<file path="src/rtl/kceg_pkg.sv">
// Package for the key change event generator.
// Shared constants, register indexes and the code-base struct.
// No dependencies.
package kceg_pkg;

  // M1, M2, M3, MR lead the key layout
  localparam int M_KEYS = 4;

  localparam logic [7:0] G_CODE_BASE_RST = 8'd167;
  localparam logic [7:0] M_CODE_BASE_RST = 8'd185;
  localparam logic [7:0] L_CODE_BASE_RST = 8'd189;

  // result kinds
  localparam logic KIND_KEY = 1'b0;
  localparam logic KIND_LED = 1'b1;

  typedef enum logic [1:0] {
    REG_G_CODE_BASE = 2'd0,
    REG_M_CODE_BASE = 2'd1,
    REG_L_CODE_BASE = 2'd2
  } reg_idx_t;

  typedef struct packed {
    logic [7:0] g_base;
    logic [7:0] m_base;
    logic [7:0] l_base;
  } code_bases_t;

endpackage

</file>
<file path="src/rtl/kceg_if.sv">
// Channel interfaces: key snapshots in, events out.
// Valid/ready handshake; depends on nothing.
interface kceg_key_if #(parameter int KEY_W = 27);
  logic             valid;
  logic             ready;
  logic [KEY_W-1:0] key_state;

  modport source (output valid, output key_state, input ready);
  modport sink   (input valid, input key_state, output ready);
endinterface

interface kceg_evt_if;
  logic       valid;
  logic       ready;
  logic       kind;
  logic [7:0] key_code;
  logic       pressed;
  logic [3:0] led_mask;
  logic       last;

  modport source (output valid, output kind, output key_code, output pressed,
                  output led_mask, output last, input ready);
  modport sink   (input valid, input kind, input key_code, input pressed,
                  input led_mask, input last, output ready);
endinterface

</file>
<file path="src/rtl/kceg_fifo.sv">
// Two-entry flop queue between front and back.
// Generic payload width; no package dependency.
module kceg_fifo #(
  parameter int W = 54
) (
  input  logic         clk,
  input  logic         rst_n,
  input  logic         wr_valid,
  input  logic [W-1:0] wr_data,
  output logic         full,
  output logic         rd_valid,
  input  logic         rd_ready,
  output logic [W-1:0] rd_data
);

  logic [W-1:0] mem_r [2];
  logic         wr_ptr_r, rd_ptr_r;
  logic [1:0]   cnt_r;
  logic         do_wr, do_rd;

  assign full     = (cnt_r == 2'd2);
  assign rd_valid = (cnt_r != 2'd0);
  assign rd_data  = mem_r[rd_ptr_r];
  assign do_wr    = wr_valid && !full;
  assign do_rd    = rd_valid && rd_ready;

  always_ff @(posedge clk) begin
    if (!rst_n) begin
      wr_ptr_r <= 1'b0;
      rd_ptr_r <= 1'b0;
      cnt_r    <= 2'd0;
    end else begin
      if (do_wr) wr_ptr_r <= ~wr_ptr_r;
      if (do_rd) rd_ptr_r <= ~rd_ptr_r;
      cnt_r <= cnt_r + 2'(do_wr) - 2'(do_rd);
    end
  end

  always_ff @(posedge clk) begin
    if (do_wr) mem_r[wr_ptr_r] <= wr_data;
  end

endmodule

</file>
<file path="src/rtl/kceg_front.sv">
// Front end: takes snapshots, works out the change mask, queues changed ones.
// Depends on kceg_pkg and kceg_key_if.
module kceg_front
  import kceg_pkg::*;
#(
  parameter int G_KEYS = 18,
  parameter int L_KEYS = 5,
  localparam int KEY_W = M_KEYS + G_KEYS + L_KEYS
) (
  input  logic               clk,
  input  logic               rst_n,
  kceg_key_if.sink           in_key,
  output logic               q_wr_valid,
  output logic [2*KEY_W-1:0] q_wr_data,
  input  logic               q_full
);

  logic [KEY_W-1:0] prev_r;
  logic             accept;

  assign in_key.ready = !q_full;
  assign accept       = in_key.valid && in_key.ready;
  // unchanged snapshot gives no results, so nothing is queued
  assign q_wr_valid   = accept && (in_key.key_state != prev_r);
  assign q_wr_data    = {in_key.key_state, in_key.key_state ^ prev_r};

  always_ff @(posedge clk) begin
    if (!rst_n) begin
      prev_r <= '0;
    end else if (accept) begin
      prev_r <= in_key.key_state;
    end
  end

endmodule

</file>
<file path="src/rtl/kceg_back.sv">
// Back end: walks the change mask one key per cycle, stalling on out_evt, and emits events.
// Depends on kceg_pkg and kceg_evt_if; holds bank and record state.
module kceg_back
  import kceg_pkg::*;
#(
  parameter int G_KEYS = 18,
  parameter int L_KEYS = 5,
  localparam int KEY_W = M_KEYS + G_KEYS + L_KEYS,
  localparam int IW    = $clog2(KEY_W)
) (
  input  logic               clk,
  input  logic               rst_n,
  input  code_bases_t        bases,
  input  logic               q_rd_valid,
  output logic               q_rd_ready,
  input  logic [2*KEY_W-1:0] q_rd_data,
  kceg_evt_if.source         out_evt
);

  localparam logic [IW-1:0] M_END = IW'(M_KEYS);
  localparam logic [IW-1:0] G_END = IW'(M_KEYS + G_KEYS);
  localparam logic [IW-1:0] MR_IDX = IW'(3);
  localparam logic [7:0]    L_OFS = 8'(M_KEYS + G_KEYS);

  logic             busy_r, busy_nxt;
  logic             led_done_r, led_done_nxt;
  logic [KEY_W-1:0] chg_r, chg_nxt;
  logic [KEY_W-1:0] now_r, now_nxt;
  logic [IW-1:0]    idx_r, idx_nxt;
  logic [2:0]       bank_r, bank_nxt;
  logic             rec_r, rec_nxt;

  logic             ov_r, ov_nxt;
  logic             kind_r, kind_nxt;
  logic [7:0]       code_r, code_nxt;
  logic             pressed_r, pressed_nxt;
  logic [3:0]       led_r, led_nxt;
  logic             last_r, last_nxt;

  logic             adv, cur_chg, cur_on, m_press;
  logic [KEY_W-1:0] rest;
  logic [7:0]       idx8, key_code;
  logic [2:0]       bank_new;
  logic             rec_new;

  assign adv     = !ov_r || out_evt.ready;
  assign cur_chg = chg_r[idx_r];
  assign cur_on  = now_r[idx_r];
  assign m_press = cur_on && (idx_r < M_END);
  assign rest    = chg_r & ~(KEY_W'(1) << idx_r);
  assign idx8    = 8'(idx_r);

  assign q_rd_ready = !busy_r;

  always_comb begin
    priority if (idx_r < M_END) key_code = bases.m_base + idx8;
    else if (idx_r < G_END)     key_code = bases.g_base + idx8 - 8'(M_KEYS);
    else                        key_code = bases.l_base + idx8 - L_OFS;
  end

  // MR toggles record; M1..M3 select a one-hot bank
  always_comb begin
    if (idx_r == MR_IDX) begin
      bank_new = bank_r;
      rec_new  = ~rec_r;
    end else begin
      bank_new = 3'b001 << idx_r[1:0];
      rec_new  = rec_r;
    end
  end

  always_comb begin
    busy_nxt     = busy_r;
    led_done_nxt = led_done_r;
    chg_nxt      = chg_r;
    now_nxt      = now_r;
    idx_nxt      = idx_r;
    bank_nxt     = bank_r;
    rec_nxt      = rec_r;
    ov_nxt       = ov_r && !out_evt.ready;
    kind_nxt     = kind_r;
    code_nxt     = code_r;
    pressed_nxt  = pressed_r;
    led_nxt      = led_r;
    last_nxt     = last_r;

    if (!busy_r) begin
      if (q_rd_valid) begin
        busy_nxt     = 1'b1;
        led_done_nxt = 1'b0;
        chg_nxt      = q_rd_data[KEY_W-1:0];
        now_nxt      = q_rd_data[2*KEY_W-1:KEY_W];
        idx_nxt      = '0;
      end
    end else if (!cur_chg) begin
      idx_nxt = idx_r + IW'(1);
    end else if (adv) begin
      ov_nxt = 1'b1;
      if (m_press && !led_done_r) begin
        bank_nxt     = bank_new;
        rec_nxt      = rec_new;
        led_done_nxt = 1'b1;
        kind_nxt     = KIND_LED;
        code_nxt     = '0;
        pressed_nxt  = 1'b0;
        led_nxt      = {rec_new, bank_new};
        last_nxt     = 1'b0;
      end else begin
        led_done_nxt = 1'b0;
        chg_nxt      = rest;
        idx_nxt      = idx_r + IW'(1);
        kind_nxt     = KIND_KEY;
        code_nxt     = key_code;
        pressed_nxt  = cur_on;
        led_nxt      = '0;
        last_nxt     = (rest == '0);
        busy_nxt     = (rest != '0);
      end
    end
  end

  always_ff @(posedge clk) begin
    if (!rst_n) begin
      busy_r     <= 1'b0;
      led_done_r <= 1'b0;
      bank_r     <= 3'b001;
      rec_r      <= 1'b0;
      ov_r       <= 1'b0;
    end else begin
      busy_r     <= busy_nxt;
      led_done_r <= led_done_nxt;
      bank_r     <= bank_nxt;
      rec_r      <= rec_nxt;
      ov_r       <= ov_nxt;
    end
  end

  always_ff @(posedge clk) begin
    chg_r     <= chg_nxt;
    now_r     <= now_nxt;
    idx_r     <= idx_nxt;
    kind_r    <= kind_nxt;
    code_r    <= code_nxt;
    pressed_r <= pressed_nxt;
    led_r     <= led_nxt;
    last_r    <= last_nxt;
  end

  assign out_evt.valid    = ov_r;
  assign out_evt.kind     = kind_r;
  assign out_evt.key_code = code_r;
  assign out_evt.pressed  = pressed_r;
  assign out_evt.led_mask = led_r;
  assign out_evt.last     = last_r;

  // an LED write is always followed by its key-down event
  a_led_not_last: assert property (@(posedge clk) disable iff (!rst_n)
    (ov_r && kind_r == KIND_LED) |-> !last_r)
    else $error("LED write marked as last");

  a_bank_onehot: assert property (@(posedge clk) disable iff (!rst_n)
    $onehot(bank_r))
    else $error("bank select not one-hot");

  a_busy_has_work: assert property (@(posedge clk) disable iff (!rst_n)
    busy_r |-> (chg_r != '0))
    else $error("busy with an empty change mask");

  a_led_pending: assert property (@(posedge clk) disable iff (!rst_n)
    led_done_r |-> (busy_r && cur_chg && m_press))
    else $error("pending key event lost after LED write");

endmodule

</file>
<file path="src/rtl/key_change_event_generator_top.sv">
// Top level of the key change event generator: APB code-base registers,
// front end, queue and back end. Depends on kceg_pkg, kceg_if, kceg_fifo,
// kceg_front and kceg_back.
//
// Each accepted snapshot is compared with the one before; a snapshot with no
// change gives no events and is not queued. A changed snapshot goes into a
// two-entry queue and the back end walks it one key per cycle, holding on a
// changed key while the output stalls, in order M1, M2, M3, MR, G1.., L1..,
// emitting one transfer per changed key plus an LED write ahead of each
// M1/M2/M3/MR press. The back end takes the next snapshot only once it has
// issued the last transfer of the one before; the front end keeps taking
// snapshots while the queue has room. The final transfer of each snapshot
// carries last. Code bases are written over APB at 0x0 (G), 0x4 (M) and 0x8
// (L); write them only while no events are outstanding.
module key_change_event_generator_top
  import kceg_pkg::*;
#(
  parameter int G_KEYS = 18,
  parameter int L_KEYS = 5
) (
  input  logic        clk,
  input  logic        rst_n,
  kceg_key_if.sink    in_key,
  kceg_evt_if.source  out_evt,
  input  logic        psel,
  input  logic        penable,
  input  logic        pwrite,
  input  logic [3:0]  paddr,
  input  logic [31:0] pwdata,
  output logic [31:0] prdata,
  output logic        pready
);

  localparam int KEY_W = M_KEYS + G_KEYS + L_KEYS;

  code_bases_t        bases_r;
  logic               q_wr_valid, q_full, q_rd_valid, q_rd_ready;
  logic [2*KEY_W-1:0] q_wr_data, q_rd_data;
  logic               cfg_wr;
  reg_idx_t           reg_sel;

  // ---- configuration registers ----
  assign pready  = 1'b1;
  assign cfg_wr  = psel && penable && pwrite && pready;
  assign reg_sel = reg_idx_t'(paddr[3:2]);

  always_ff @(posedge clk) begin
    if (!rst_n) begin
      bases_r.g_base <= G_CODE_BASE_RST;
      bases_r.m_base <= M_CODE_BASE_RST;
      bases_r.l_base <= L_CODE_BASE_RST;
    end else if (cfg_wr) begin
      // writes above the register list are dropped
      unique case (reg_sel)
        REG_G_CODE_BASE: bases_r.g_base <= pwdata[7:0];
        REG_M_CODE_BASE: bases_r.m_base <= pwdata[7:0];
        REG_L_CODE_BASE: bases_r.l_base <= pwdata[7:0];
        default: ;
      endcase
    end
  end

  always_comb begin
    unique case (reg_sel)
      REG_G_CODE_BASE: prdata = {24'd0, bases_r.g_base};
      REG_M_CODE_BASE: prdata = {24'd0, bases_r.m_base};
      REG_L_CODE_BASE: prdata = {24'd0, bases_r.l_base};
      default:         prdata = '0;
    endcase
  end

  // ---- front: change detection ----
  kceg_front #(.G_KEYS(G_KEYS), .L_KEYS(L_KEYS)) u_front (
    .clk        (clk),
    .rst_n      (rst_n),
    .in_key     (in_key),
    .q_wr_valid (q_wr_valid),
    .q_wr_data  (q_wr_data),
    .q_full     (q_full)
  );

  // ---- queue: {snapshot, change mask} ----
  kceg_fifo #(.W(2*KEY_W)) u_fifo (
    .clk      (clk),
    .rst_n    (rst_n),
    .wr_valid (q_wr_valid),
    .wr_data  (q_wr_data),
    .full     (q_full),
    .rd_valid (q_rd_valid),
    .rd_ready (q_rd_ready),
    .rd_data  (q_rd_data)
  );

  // ---- back: event sequencing ----
  kceg_back #(.G_KEYS(G_KEYS), .L_KEYS(L_KEYS)) u_back (
    .clk        (clk),
    .rst_n      (rst_n),
    .bases      (bases_r),
    .q_rd_valid (q_rd_valid),
    .q_rd_ready (q_rd_ready),
    .q_rd_data  (q_rd_data),
    .out_evt    (out_evt)
  );

endmodule
</file>
<file path="src/flat_wrapper.sv">
// flat-port wrapper written by rule: the top's interface ports become plain ports
module key_change_event_generator_top_flat import kceg_pkg::*;
#(
  parameter int G_KEYS = 18,
  parameter int L_KEYS = 5
)
  (clk, rst_n, psel, penable, pwrite, paddr, pwdata, prdata, pready, in_key_valid, in_key_key_state, in_key_ready, out_evt_valid, out_evt_kind, out_evt_key_code, out_evt_pressed, out_evt_led_mask, out_evt_last, out_evt_ready);
  kceg_key_if in_key_i ();
  kceg_evt_if out_evt_i ();
  input  logic clk;
  input  logic rst_n;
  input  logic psel;
  input  logic penable;
  input  logic pwrite;
  input  logic [3:0] paddr;
  input  logic [31:0] pwdata;
  output logic [31:0] prdata;
  output logic pready;
  input wire logic [$bits(in_key_i.valid)-1:0] in_key_valid;
  input wire logic [$bits(in_key_i.key_state)-1:0] in_key_key_state;
  output wire logic [$bits(in_key_i.ready)-1:0] in_key_ready;
  output wire logic [$bits(out_evt_i.valid)-1:0] out_evt_valid;
  output wire logic [$bits(out_evt_i.kind)-1:0] out_evt_kind;
  output wire logic [$bits(out_evt_i.key_code)-1:0] out_evt_key_code;
  output wire logic [$bits(out_evt_i.pressed)-1:0] out_evt_pressed;
  output wire logic [$bits(out_evt_i.led_mask)-1:0] out_evt_led_mask;
  output wire logic [$bits(out_evt_i.last)-1:0] out_evt_last;
  input wire logic [$bits(out_evt_i.ready)-1:0] out_evt_ready;
  assign in_key_i.valid = in_key_valid;
  assign in_key_i.key_state = in_key_key_state;
  assign in_key_ready = in_key_i.ready;
  assign out_evt_valid = out_evt_i.valid;
  assign out_evt_kind = out_evt_i.kind;
  assign out_evt_key_code = out_evt_i.key_code;
  assign out_evt_pressed = out_evt_i.pressed;
  assign out_evt_led_mask = out_evt_i.led_mask;
  assign out_evt_last = out_evt_i.last;
  assign out_evt_i.ready = out_evt_ready;
  key_change_event_generator_top #(.G_KEYS(G_KEYS), .L_KEYS(L_KEYS)) u_core (.clk(clk), .rst_n(rst_n), .in_key(in_key_i), .out_evt(out_evt_i), .psel(psel), .penable(penable), .pwrite(pwrite), .paddr(paddr), .pwdata(pwdata), .prdata(prdata), .pready(pready));
endmodule
</file>
<file path="config.mk">
export PLATFORM = sky130hd
export DESIGN_NAME = key_change_event_generator_top_flat
export DESIGN_NICKNAME = d
export VERILOG_FILES = /design/src/rtl/kceg_pkg.sv /design/src/rtl/kceg_if.sv /design/src/rtl/kceg_fifo.sv /design/src/rtl/kceg_front.sv /design/src/rtl/kceg_back.sv /design/src/rtl/key_change_event_generator_top.sv /design/src/flat_wrapper.sv
export SDC_FILE = /design/constraint.sdc
export NUM_CORES = 1
export LEC_CHECK = 0
export BUFFER_PORTS_ARGS = -buffer_cell sky130_fd_sc_hd__buf_4
export CORE_UTILIZATION = 30
export DETAILED_ROUTE_END_ITERATION = 8
export PLACE_DENSITY_LB_ADDON = 0.25
export SETUP_SLACK_MARGIN = 0.2
export SYNTH_ARGS = -nofsm -noshare
export SYNTH_HDL_FRONTEND = slang
export SYNTH_SLANG_ARGS = --single-unit
</file>
<file path="constraint.sdc">
create_clock -name clk -period 8.5 [get_ports clk]
set_input_delay 0.85 -clock clk [delete_from_list [all_inputs] [get_ports clk]]
set_output_delay 0.85 -clock clk [all_outputs]
set_load 0.05 [all_outputs]
</file>
==> impl_results.rst, run 1 <==
.. list-table::
   :header-rows: 1

   * - Metric
     - Value
   * - Average via count per standard cell
     - 4.75
   * - Critical register-to-register path startpoint
     - u_core.u_back.idx_r[1]
   * - Critical Path End Type
     - register
   * - YS warnings
     - 0
   * - CTS H-Tree Depth
     - 1
   * - Endpoints failing hold
     - 0
   * - Switching share of total power
     - 37.2%
   * - Post-Synthesis Cell Area
     - 11500 um^2
   * - Relative contribution of combinational cells to total power
     - 37.0%
   * - Crit path cell chain
     - inv_1, a2111oi_1, o41ai_2, nand3_4, nor3_4, a2bb2oi_2, buf_4
   * - Clock tree from TritonCTS
     - done
   * - Top cells by count, synth
     - edfxtp_1 (182), nand2_1 (138), a21oi_1 (81)
   * - Max FO, Critical Path
     - 27
   * - Reg-to-reg endpoint
     - u_core.u_back.chg_r[2]
   * - Number of antenna violations at the first check in global routing
     - 0
   * - Via count
     - approximately 7500
   * - Placer congestion estimate
     - 0.857
   * - TritonCTS Sinks
     - 245
   * - Startpoint of the worst setup timing path
     - u_core.u_back.idx_r[1]
   * - Count of hold buffers inserted by post-cts repair
     - 0
   * - Number of maximum-capacitance violations
     - 0
   * - Worst Tran Pin Value
     - approximately 1.3 ns
   * - Yosys top cell by area
     - edfxtp_1
   * - Overflow left after global routing
     - 0
   * - Final routed wirelength across all metal layers
     - 26.9 mm
   * - Initial cell density of the core
     - 30.5%
   * - Endpoints failing setup
     - 0
   * - Upper clock frequency limit
     - 265 MHz
   * - Clk pin slew, worst setup/hold paths
     - 0.06 ns
   * - DR DRC count
     - 0
   * - Count of final max-slew check failures
     - 0
   * - Antenna Violating Nets Remaining
     - 0
   * - Average routed wire per standard cell
     - 17.0 um
   * - Number of iterations in the first detailed-routing pass
     - 5
   * - Worst Path Required
     - 8.71 ns
   * - Areal power density over the cells
     - between 300 and 400 nW/um^2
   * - Worst r2r path cells
     - 7
   * - Proportion of power drawn by flip-flops and latches
     - 38.3%
   * - Worst setup path category
     - register to register
   * - Synthesis-stage register bit count
     - 245
   * - Fillers
     - between 3000 and 4000
   * - First-pass GRT wire length
     - 41.3 mm
   * - Top-Level Pins
     - 120
   * - Leakage power summed over all cells
     - 4.91 nW
   * - Headroom to the max-slew limit
     - 13.9%
   * - Clock Root Buffer
     - clkbuf_16
   * - Chip height
     - 198 um
   * - Min Clock Period, post-route
     - 3.77 ns
   * - Type of origin of the critical path
     - register
   * - Mapped Avg Cell Area
     - ~12 um^2
   * - Area of the placeable core
     - 37800 um^2
   * - Clock Power Share
     - 24.7%
   * - Clock latency of the later-clocked register in the worst-skew pair
     - 0.58 ns
   * - Buffers added on ports
     - 68
   * - Unrepaired setup endpoints after global routing
     - false
   * - WHS Endpoint
     - u_core.u_back.bank_r[2]
   * - Cells taking the most area after synthesis
     - edfxtp_1 (47%), dfxtp_1 (11%), nand2_1 (4.5%)
   * - Maximum root-to-sink buffer count
     - 3
   * - Maximum number of pins on one net before global-route repair
     - 80
   * - Main synth FF type
     - edfxtp_1
   * - Max stage delay cell, worst path
     - nor3_4
   * - Unique cell type count in the Yosys netlist
     - 69
   * - # resized after CTS
     - 0
   * - Arrival time at the worst endpoint
     - 3.98 ns
   * - Syn Inst Count
     - 986
   * - Initial DRC Count
     - between 400 and 500
   * - Share of synthesized area occupied by flip-flops and latches
     - 58.4%
   * - Inserted Clock Buffers
     - 28
   * - Type of the worst min-delay path
     - register to register
   * - Final HPWL DP
     - 17.9 mm
   * - Clock skew
     - around 0.038 ns
   * - Worst min-delay path startpoint
     - u_core.u_back.bank_r[2]
   * - Worst voltage drop across the vdd grid
     - 162 uV
   * - Cell internal pwr
     - a little over 0.003 W
   * - # rows
     - 71
   * - Worst setup slack after layout
     - ~4.7 ns
   * - Most repeated cell in the gate-level netlist after synthesis
     - edfxtp_1
   * - Post-synth ARST share
     - 0%
   * - Worst-case register-to-register setup slack
     - 4.73 ns
   * - Switching pwr
     - 0.00183 W
   * - Worst-case hold slack
     - 0.464 ns
   * - Worst hold path depth
     - 2
   * - Die outline width
     - 198 um
   * - Final Cycle Share
     - 44.4%
   * - Number of synthesized flops with an enable pin
     - 182
   * - DP Worst Slack
     - 4.67 ns
   * - # nets final
     - 1158
   * - Number of post-CTS setup repair buffers
     - 0
   * - Fraction of final layout cells sized beyond drive strength 1
     - 16.5%
   * - Vias in the first global route
     - around 7200
   * - Outcome
     - complete, no violations
   * - Area fraction of the dominant cell type after synthesis
     - 47.4%
   * - Peak per-stage delay on the critical path
     - 0.82 ns
   * - Count of inserted antenna diode cells
     - 0
   * - Total Routing Usage GR
     - 13.7%
   * - Area growth syn-to-layout
     - 16.5%
   * - Die Area
     - 39200 um^2
   * - Sum Neg Setup Slack
     - 0 ns
state kept, by name, indices dropped and copies added (netlist names), named ones only:
register / cells
u_core.u_fifo.wr_ptr_r: 1
u_core.u_front.prev_r: 27
u_core.u_back.led_done_r: 1
u_core.u_back.out_evt.last: 1
u_core.u_back.chg_r: 27
u_core.u_back.out_evt.led_mask: 4
u_core.u_back.out_evt.kind: 1
u_core.u_back.rec_r: 1
u_core.u_back.out_evt.pressed: 1
u_core.u_back.out_evt.valid: 1
u_core.bases_r: 24
u_core.u_back.bank_r: 3
u_core.u_fifo.rd_ptr_r: 1
u_core.u_back.now_r: 27
u_core.u_back.busy_r: 1
u_core.u_back.out_evt.key_code: 8
u_core.u_fifo.mem_r: 108
u_core.u_fifo.cnt_r: 2
u_core.u_back.idx_r: 5
worst max-delay path: cells and delay by family, from the launching register on:
kind / cells / cell delay (ns)
and+or+nand+nor: 2 / 1.01
DFF: 1 / 0.80
AOI/OAI and AO/OA: 3 / 0.73
buffers and inverters: 2 / 0.86
routing by layer:
metal	vias up	track usage [%]	part of all wire, %
li1	3647	-	-
met4	0	3.90	2.0
met1	3659	18.3	45
met2	166	22.8	48
met5	-	0	0
met3	41	2.28	4.8
cell families after synthesis:
kind of cell	Yosys count	share of synthesized area, %
compound gates	199	10.6
other cells	2	0.0652
flops	245	58.4
xor+xnor	46	3.50
simple gates	290	12.3
mux	56	6.15
buf+inv	110	4.65
fa+ha+maj	38	4.32
through the flow:
step           area, um^2  cells  utilization (%)  total power, W
3_3_place_gp        12500   1531             33.1         0.00371
3_5_place_dp        12500   1531             33.1         0.00373
5_1_grt             13400   1583             35.6         0.00519
2_1_floorplan       11600   1009                -         0.00318
4_1_cts             13400   1583             35.6         0.00496
6_report            13400   1583             35.6         0.00490
worst max path at each step:
stage | slack, ns | to | depth (start not counted)
after CTS | 4.66 | u_core.u_back.chg_r[23] | 7
after floorplan | 4.22 | u_core.u_fifo.mem_r[0][0] | 5
after global routing | 4.54 | u_core.u_back.chg_r[23] | 7
after detailed placement | 4.67 | u_core.u_back.chg_r[23] | 7
final | 4.73 | u_core.u_back.chg_r[2] | 7
after global placement | 4.68 | u_core.u_back.chg_r[20] | 7
power by group through the flow:
stage                     clock (W)  combinational, W  sequential (W)
after floorplan                   0           0.00122         0.00196
final                       0.00121           0.00181         0.00188
after global routing        0.00128           0.00200         0.00191
after global placement            0           0.00181         0.00190
after detailed placement          0           0.00183         0.00191
after CTS                   0.00124           0.00183         0.00188
layout make-up:
type | instances | area [um^2] | share of cell area (%)
inverter | 42 | 160 | 1.19
clock inverter | 9 | 145 | 1.08
clock buffer | 43 | 787 | 5.86
sequential | 245 | 6730 | 50.1
multi-input combinational | 654 | 4370 | 32.6
timing repair buffer | 79 | 593 | 4.42
tap | 511 | 639 | 4.76
placed cells by master (no fill, tap or decap), drive strengths merged, types with 3 or more instances in the layout:
cell type / netlist / layout
xnor2: 12 / 12
nand3: 33 / 33
nor2: 28 / 28
ha: 35 / 35
edfxtp: 182 / 182
nand2b: 8 / 8
nor4: 9 / 9
nand2: 139 / 139
bufinv: 0 / 3
buf: 40 / 79
o22ai: 6 / 6
dfxtp: 63 / 63
clkinv: 2 / 8
a2bb2oi: 3 / 3
a211oi: 29 / 29
o31ai: 4 / 4
nor3: 6 / 6
mux2: 29 / 29
mux4: 9 / 9
inv: 40 / 40
o211ai: 7 / 7
clkbuf: 28 / 43
nor2b: 36 / 36
or3: 3 / 3
or2: 4 / 4
nand4: 6 / 6
xor2: 34 / 34
a2111oi: 4 / 4
fa: 3 / 3
nor3b: 3 / 3
and2: 9 / 9
o21ai: 41 / 41
a21o: 6 / 6
a21oi: 81 / 81
mux2i: 18 / 18
conb: 2 / 25
No activity file was read; power rests on OpenSTA's default activity.
==> run 2: changes to the inputs <==
--- a/config.mk
+++ b/config.mk
@@ -5,6 +5,7 @@
 export SDC_FILE = /design/constraint.sdc
 export NUM_CORES = 1
 export LEC_CHECK = 0
+export ABC_AREA = 1
 export BUFFER_PORTS_ARGS = -buffer_cell sky130_fd_sc_hd__buf_4
 export CORE_UTILIZATION = 30
 export DETAILED_ROUTE_END_ITERATION = 8
==> constraint.sdc (replaced) <==
create_clock -name clk -period 3.1 [get_ports clk]
set_input_delay 0.31 -clock clk [delete_from_list [all_inputs] [get_ports clk]]
set_output_delay 0.31 -clock clk [all_outputs]
set_load 0.05 [all_outputs]
==> impl_results.rst, run 2 <==
.. list-table::
   :header-rows: 1

   * - Metric
     - Value
   * - Fillers
     - 3859
   * - Clock latency of the later-clocked register in the worst-skew pair
     - about 0.55 ns
   * - Final routed wirelength across all metal layers
     - roughly 29 mm
   * - Largest register FFs
     - around 110
   * - Main synth FF type
     - edfxtp_1
   * - Chip height
     - 199 um
   * - # nets final
     - approximately 1400
   * - Overflow left after global routing
     - 0
   * - Via count
     - 8438
   * - Maximum number of pins on one net before global-route repair
     - 61
   * - YS warnings
     - 0
   * - Average routed wire per standard cell
     - about 16 um
   * - Startpoint of the worst setup timing path
     - in_key_key_state[21]
   * - Syn Inst Count
     - 1199
   * - Maximum root-to-sink buffer count
     - 3
   * - Worst Tran Pin Value
     - roughly 1.1 ns
   * - Antenna Violating Nets Remaining
     - 0
   * - Unrepaired setup endpoints after global routing
     - false
   * - Arrival time at the worst endpoint
     - ~3.2 ns
   * - Clock tree from TritonCTS
     - done
   * - Final total power
     - roughly 0.014 W
   * - Fraction of final layout cells sized beyond drive strength 1
     - 13.6%
   * - Outcome
     - complete, no violations
   * - Critical Path End Type
     - register
   * - Largest register by flop count
     - u_core.u_fifo.mem_r
   * - Buffers added on ports
     - 68
   * - Final HPWL DP
     - 19.7 mm
   * - Worst min-delay path startpoint
     - in_key_key_state[18]
   * - Number of iterations in the first detailed-routing pass
     - 5
   * - Areal power density over the cells
     - 968 nW/um^2
   * - Placer congestion estimate
     - 0.856
   * - Count of inserted antenna diode cells
     - 0
   * - Leakage power summed over all cells
     - 5.82 nW
   * - Worst path top cell family by delay
     - buffers and inverters
   * - Area fraction of the dominant cell type after synthesis
     - 47.1%
   * - Count of final max-slew check failures
     - 0
   * - Top cells by count, synth
     - nand2_1 (283), edfxtp_1 (182), inv_1 (119)
   * - Max stage delay cell, worst path
     - dlygate4sd3_1
   * - Sum Neg Setup Slack
     - 0 ns
   * - CTS H-Tree Depth
     - 1
   * - Post-Synthesis Cell Area
     - 11600 um^2
   * - Unique cell type count in the Yosys netlist
     - 50
   * - Critical register-to-register path startpoint
     - u_core.u_back.idx_r[0]
   * - Endpoints failing setup
     - 0
   * - Clock Root Buffer
     - clkbuf_16
   * - Synthesis-stage register bit count
     - 245
   * - Type of origin of the critical path
     - input port
   * - Die Area
     - a little under 40000 um^2
   * - Peak per-stage delay on the critical path
     - about 0.55 ns
   * - Type of the worst min-delay path
     - input port to register
   * - Number of antenna violations at the first check in global routing
     - 0
   * - Worst Path Buf+Inv
     - 4
   * - Initial DRC Count
     - about 500
   * - Clock skew
     - 0.0185 ns
   * - Footprint of the multi-input gates
     - 4130 um^2
   * - Worst voltage drop across the vdd grid
     - around 430 uV
   * - Upper clock frequency limit
     - 372 MHz
   * - Most repeated cell in the gate-level netlist after synthesis
     - nand2_1
   * - Total Routing Usage GR
     - 14.5%
   * - Average via count per standard cell
     - 4.55
   * - Die outline width
     - 199 um
   * - Endpoints failing hold
     - 0
   * - Yosys top cell by area
     - edfxtp_1
   * - Post-synth ARST share
     - 0%
   * - Worst Path Required
     - 3.58 ns
   * - Most common cell after layout, fill and taps aside
     - nand2_1
   * - Number of maximum-capacitance violations
     - 0
   * - Worst-case hold slack
     - 0.0484 ns
   * - Initial cell density of the core
     - 30.7%
   * - Share of synthesized area occupied by flip-flops and latches
     - around 58%
   * - Cells taking the most area after synthesis
     - edfxtp_1 (47%), dfxtp_1 (11%), nand2_1 (9.2%)
   * - Worst setup path category
     - input port to register
   * - TritonCTS Sinks
     - 245
   * - Min Clock Period, post-route
     - between 2 and 3 ns
   * - Area growth syn-to-layout
     - 20.4%
   * - Vias in the first global route
     - around 8000
   * - Top-Level Pins
     - between 100 and 150
   * - Clk pin slew, worst setup/hold paths
     - 0.06 ns
   * - Crit path cell chain
     - dlygate4sd3_1, buf_4, xnor2_1, nand2_1, nor4_1, nand3_1, nand2_1, buf_4, ha_1, inv_1, ha_1, xor2_1, o21ai_0, a21oi_1
   * - Number of synthesized flops with an enable pin
     - around 180
   * - Leading cell types in the layout, fill and taps excluded
     - nand2_1 (283), edfxtp_1 (182), inv_1 (119)
   * - Mapped Avg Cell Area
     - slightly below 10 um^2
   * - Inserted Clock Buffers
     - 27
   * - Area of the placeable core
     - 37800 um^2
   * - # rows
     - slightly above 70
   * - Headroom to the max-slew limit
     - 24.8%
   * - Max FO, Critical Path
     - 4
   * - Seq. cell area
     - about 6700 um^2
   * - Number of post-CTS setup repair buffers
     - 0
   * - Final Cycle Share
     - 86.7%
   * - DR DRC count
     - 0
   * - First-pass GRT wire length
     - 44.0 mm
run 2: routing by layer:
layer / global-route usage [%] / part of all wire (%) / routed length, um
met1: 19.9 / 46 / 13300
met2: 23.9 / 47 / 13500
met3: 2.24 / 4.6 / 1320
met4: 3.33 / 1.8 / 522
met5: 0 / 0 / 0
run 2: power breakdown:
group          total (W)  leakage, nW  internal (W)  switching, W
clock            0.00315        0.423       0.00189       0.00126
combinational    0.00531         3.17       0.00165       0.00366
sequential       0.00505         2.23       0.00472      0.000335
total             0.0135         5.82       0.00826       0.00525
run 2: final timing paths:
check | end | slack (ns) | cells past startpoint
hold reg to reg | register | 0.44 | 1
hold / removal | u_core.u_front.prev_r[18] | 0.05 | 3
setup / recovery | u_core.u_fifo.cnt_r[1] | 0.41 | 14
setup reg to reg | u_core.u_back.busy_r | 0.44 | 11
run 2: worst register-to-register path, stage by stage (launching register included):
cell and delay, ns:
edfxtp_1 0.50, buf_4 0.25, ha_1 0.23, ha_1 0.19, nand2_1 0.12, o21ai_0 0.26
nor3b_1 0.39, nand3_1 0.12, nor2_1 0.21, nand2_1 0.13, nor2_1 0.10, nor2_1 0.05
run 2: cell type report:
| cell class | instances | area share [%] |
|---|---|---|
| repair buffers | 133 | 7.79 |
| flip-flops and latches | 245 | 48.2 |
| well taps | 511 | 4.58 |
| multi-input cells | 780 | 29.5 |
| inverters | 134 | 3.62 |
| clock buffers | 41 | 5.57 |
| clock inverters | 9 | 0.726 |
run 2: metrics by stage:
stage	util [%]	instance area, um^2	instances	worst slack [ns]
2_1_floorplan	-	11700	1222	-0.0614
3_3_place_gp	33.7	12700	1768	0.252
3_5_place_dp	33.7	12700	1768	0.162
4_1_cts	36.9	14000	1852	0.206
5_1_grt	36.9	14000	1853	0.250
6_report	36.9	14000	1853	0.413
run 2: cells by family (layout without fill, tap and decap cells):
kind of cell | Yosys count | after routing | synth area share [%]
other | 2 | 25 | 0.0647
and+or+nand+nor | 477 | 478 | 17.2
muxes | 2 | 2 | 0.194
buffers and inverters | 198 | 317 | 7.49
AOI/OAI and AO/OA | 201 | 201 | 10.1
DFF | 245 | 245 | 58.0
xor gates and xnor gates | 36 | 36 | 2.72
adders and majority gates | 38 | 38 | 4.29
run 2: what timing repair did:
action	in CTS	in global routing
resized for setup	0	2
endpoints found under the hold margin	69	0
setup endpoints to repair	0	28
hold buffers	34	0
==> run 3: changes to the inputs <==
--- a/config.mk
+++ b/config.mk
@@ -6,7 +6,7 @@
 export NUM_CORES = 1
 export LEC_CHECK = 0
 export ABC_AREA = 1
-export BUFFER_PORTS_ARGS = -buffer_cell sky130_fd_sc_hd__buf_4
+export BUFFER_PORTS_ARGS = -buffer_cell sky130_fd_sc_hd__buf_2
 export CORE_UTILIZATION = 30
 export DETAILED_ROUTE_END_ITERATION = 8
 export PLACE_DENSITY_LB_ADDON = 0.25
==> impl_results.rst, run 3 (same netlist as run 2, synthesis figures left out) <==
.. list-table::
   :header-rows: 1

   * - Metric
     - Value
   * - Outcome
     - complete, no violations
   * - Leakage power summed over all cells
     - 5.79 nW
   * - DR DRC count
     - 0
   * - Antenna Violating Nets Remaining
     - 0
   * - Maximum number of pins on one net before global-route repair
     - 56
   * - WHS Endpoint
     - u_core.bases_r[22]
   * - Clk pin slew, worst setup/hold paths
     - 0.07 ns
   * - Largest register by flop count
     - u_core.u_fifo.mem_r
   * - Critical Path End Type
     - register
   * - Worst r2r path cells
     - 15
   * - Overflow left after global routing
     - 0
   * - CTS H-Tree Depth
     - 1
   * - Max stage delay cell, worst path
     - fa_1
   * - Headroom to the max-slew limit
     - 25.9%
   * - Clock skew
     - around 0.013 ns
   * - Worst min-delay path startpoint
     - pwdata[6]
   * - Most common cell after layout, fill and taps aside
     - nand2_1
   * - Buffers added on ports
     - 68
   * - Maximum root-to-sink buffer count
     - 3
   * - Final Cycle Share
     - 85.5%
   * - Number of maximum-capacitance violations
     - 0
   * - Inserted Clock Buffers
     - 28
   * - Via count
     - around 8400
   * - Clock tree from TritonCTS
     - done
   * - Final routed wirelength across all metal layers
     - 28.8 mm
   * - Peak per-stage delay on the critical path
     - 0.40 ns
   * - Post-placement cell area
     - 12600 um^2
   * - Endpoints failing hold
     - 0
   * - Endpoints failing setup
     - 0
   * - Reg-to-reg endpoint
     - u_core.u_back.out_evt.key_code[7]
   * - Crit path cell chain
     - inv_2, ha_1, inv_1, ha_1, inv_1, fa_1, inv_1, nand4_1, a31o_2, nand3_1, o21ai_0, nand2_1, nand2_1, nand2_1, inv_1
   * - Worst Path Buf+Inv
     - 5
   * - Clock latency of the later-clocked register in the worst-skew pair
     - 0.57 ns
   * - Unrepaired setup endpoints after global routing
     - false
   * - Placer congestion estimate
     - 0.860
   * - Count of final max-slew check failures
     - 0
   * - Count of inserted antenna diode cells
     - 0
   * - Number of iterations in the first detailed-routing pass
     - 5
   * - Fraction of final layout cells sized beyond drive strength 1
     - approximately 14%
   * - Core Util, Final
     - 36.6%
   * - Area growth syn-to-layout
     - 19.4%
   * - TritonCTS Sinks
     - 245
   * - Worst Path Required
     - 3.42 ns
   * - First-pass GRT wire length
     - 45.2 mm
   * - Worst-case register-to-register setup slack
     - between 0.4 and 0.5 ns
   * - Min Clock Period, post-route
     - 2.65 ns
   * - Final HPWL DP
     - slightly below 20 mm
   * - Chip height
     - 199 um
   * - Initial DRC Count
     - 491
   * - Leading cell types in the layout, fill and taps excluded
     - nand2_1 (283), edfxtp_1 (182), inv_1 (119)
   * - Arrival time at the worst endpoint
     - 2.97 ns
   * - Vias in the first global route
     - 8165
   * - Worst-case hold slack
     - between 0.07 and 0.08 ns
   * - Final instance area
     - approximately 14000 um^2
   * - Largest register FFs
     - 108
   * - Type of the worst min-delay path
     - input port to register
   * - Fillers
     - 3859
   * - Area of the placeable core
     - 37800 um^2
   * - # nets final
     - about 1400
   * - Upper clock frequency limit
     - between 300 and 400 MHz
   * - Die Area
     - 39500 um^2
   * - Worst path top cell family by delay
     - adder cells
   * - Worst hold path depth
     - 3
   * - # rows
     - 71
   * - Type of origin of the critical path
     - register
   * - Max FO, Critical Path
     - 8
   * - Most used cell, CP
     - inv_1
   * - Number of antenna violations at the first check in global routing
     - 1
   * - Clock Root Buffer
     - clkbuf_16
   * - Areal power density over the cells
     - 982 nW/um^2
   * - Average routed wire per standard cell
     - 15.6 um
   * - Average via count per standard cell
     - roughly 4.6
   * - Top-Level Pins
     - 120
   * - Total Routing Usage GR
     - 14.8%
   * - Worst setup path category
     - register to register
   * - Worst Tran Pin Value
     - 1.11 ns
   * - Critical register-to-register path startpoint
     - u_core.u_back.idx_r[1]
   * - Initial cell density of the core
     - 30.7%
   * - Worst voltage drop across the vdd grid
     - about 510 uV
   * - Die outline width
     - just under 200 um
-- run 3: cell count changes in the layout (fill, tap and decap cells not counted), sizes merged --
cell      before  now
buf           99   98
clkbuf        41   38
clkinv         5   12
clkinvlp       2    0
nor2         123  122
-- run 3: where the power goes --
part | switching (W) | leakage, nW | internal [W]
Clock | 0.00137 | 0.449 | 0.00191
Sequential | 0.000304 | 2.23 | 0.00471
Combinational | 0.00369 | 3.12 | 0.00162
Total | 0.00536 | 5.79 | 0.00824
-- run 3: layer usage --
layer / vias to the layer above / GRT usage [%] / share of wire, %
met4: 2 / 4.02 / 2.6
li1: 4230 / - / -
met3: 53 / 2.66 / 4.6
met5: - / 0 / 0.055
met2: 175 / 24.5 / 45
met1: 3972 / 19.8 / 47
-- run 3: worst max path at each step --
stage	startpoint	endpoint	slack, ns	depth (start not counted)
finish	u_core.u_back.idx_r[1]	u_core.u_back.out_evt.key_code[7]	0.45	15
detailed placement	in_key_key_state[20]	u_core.u_fifo.cnt_r[1]	0.37	12
floorplan	u_core.u_fifo.cnt_r[0]	u_core.u_fifo.mem_r[1][0]	-0.06	6
CTS	in_key_key_state[20]	u_core.u_fifo.cnt_r[1]	0.40	13
global route	in_key_key_state[10]	u_core.u_fifo.cnt_r[1]	0.22	15
global placement	in_key_key_state[19]	u_core.u_fifo.cnt_r[1]	0.35	13
-- run 3: repair_timing --
| action | in CTS | in global routing |
|---|---|---|
| endpoints found under the setup margin | 0 | 1 |
| buffers inserted | 0 | 0 |
| hold buffers | 34 | 0 |
| endpoints found under the hold margin | 69 | 0 |
| gates resized for setup | 0 | 1 |
-- run 3: per-stage QoR --
step           std cells  setup WS (ns)  TNS [ns]  power (W)
5_1_grt             1853          0.218         0     0.0145
2_1_floorplan       1222        -0.0614     -5.60    0.00872
3_5_place_dp        1767          0.375         0     0.0104
4_1_cts             1853          0.402         0     0.0137
6_report            1853          0.450         0     0.0136
3_3_place_gp        1767          0.351         0     0.0103
-- run 3: worst register-to-register path, cell delays in order (launching register included) --
cell,delay (ns)
edfxtp_1,0.39
inv_2,0.22
ha_1,0.27
inv_1,0.06
ha_1,0.19
inv_1,0.06
fa_1,0.40
inv_1,0.09
nand4_1,0.14
a31o_2,0.26
nand3_1,0.07
o21ai_0,0.08
nand2_1,0.06
nand2_1,0.05
nand2_1,0.05
inv_1,0.03
-- run 3: area by class of cell --
cell class                      count  area, um^2  share of cell area (%)
Sequential cell                   245        6730                    48.5
Multi-Input combinational cell    779        4130                    29.8
Timing Repair Buffer              132         943                    6.81
Clock buffer                       38         768                    5.54
Tap cell                          511         639                    4.61
Inverter                          134         505                    3.65
Clock inverter                     14         148                    1.07
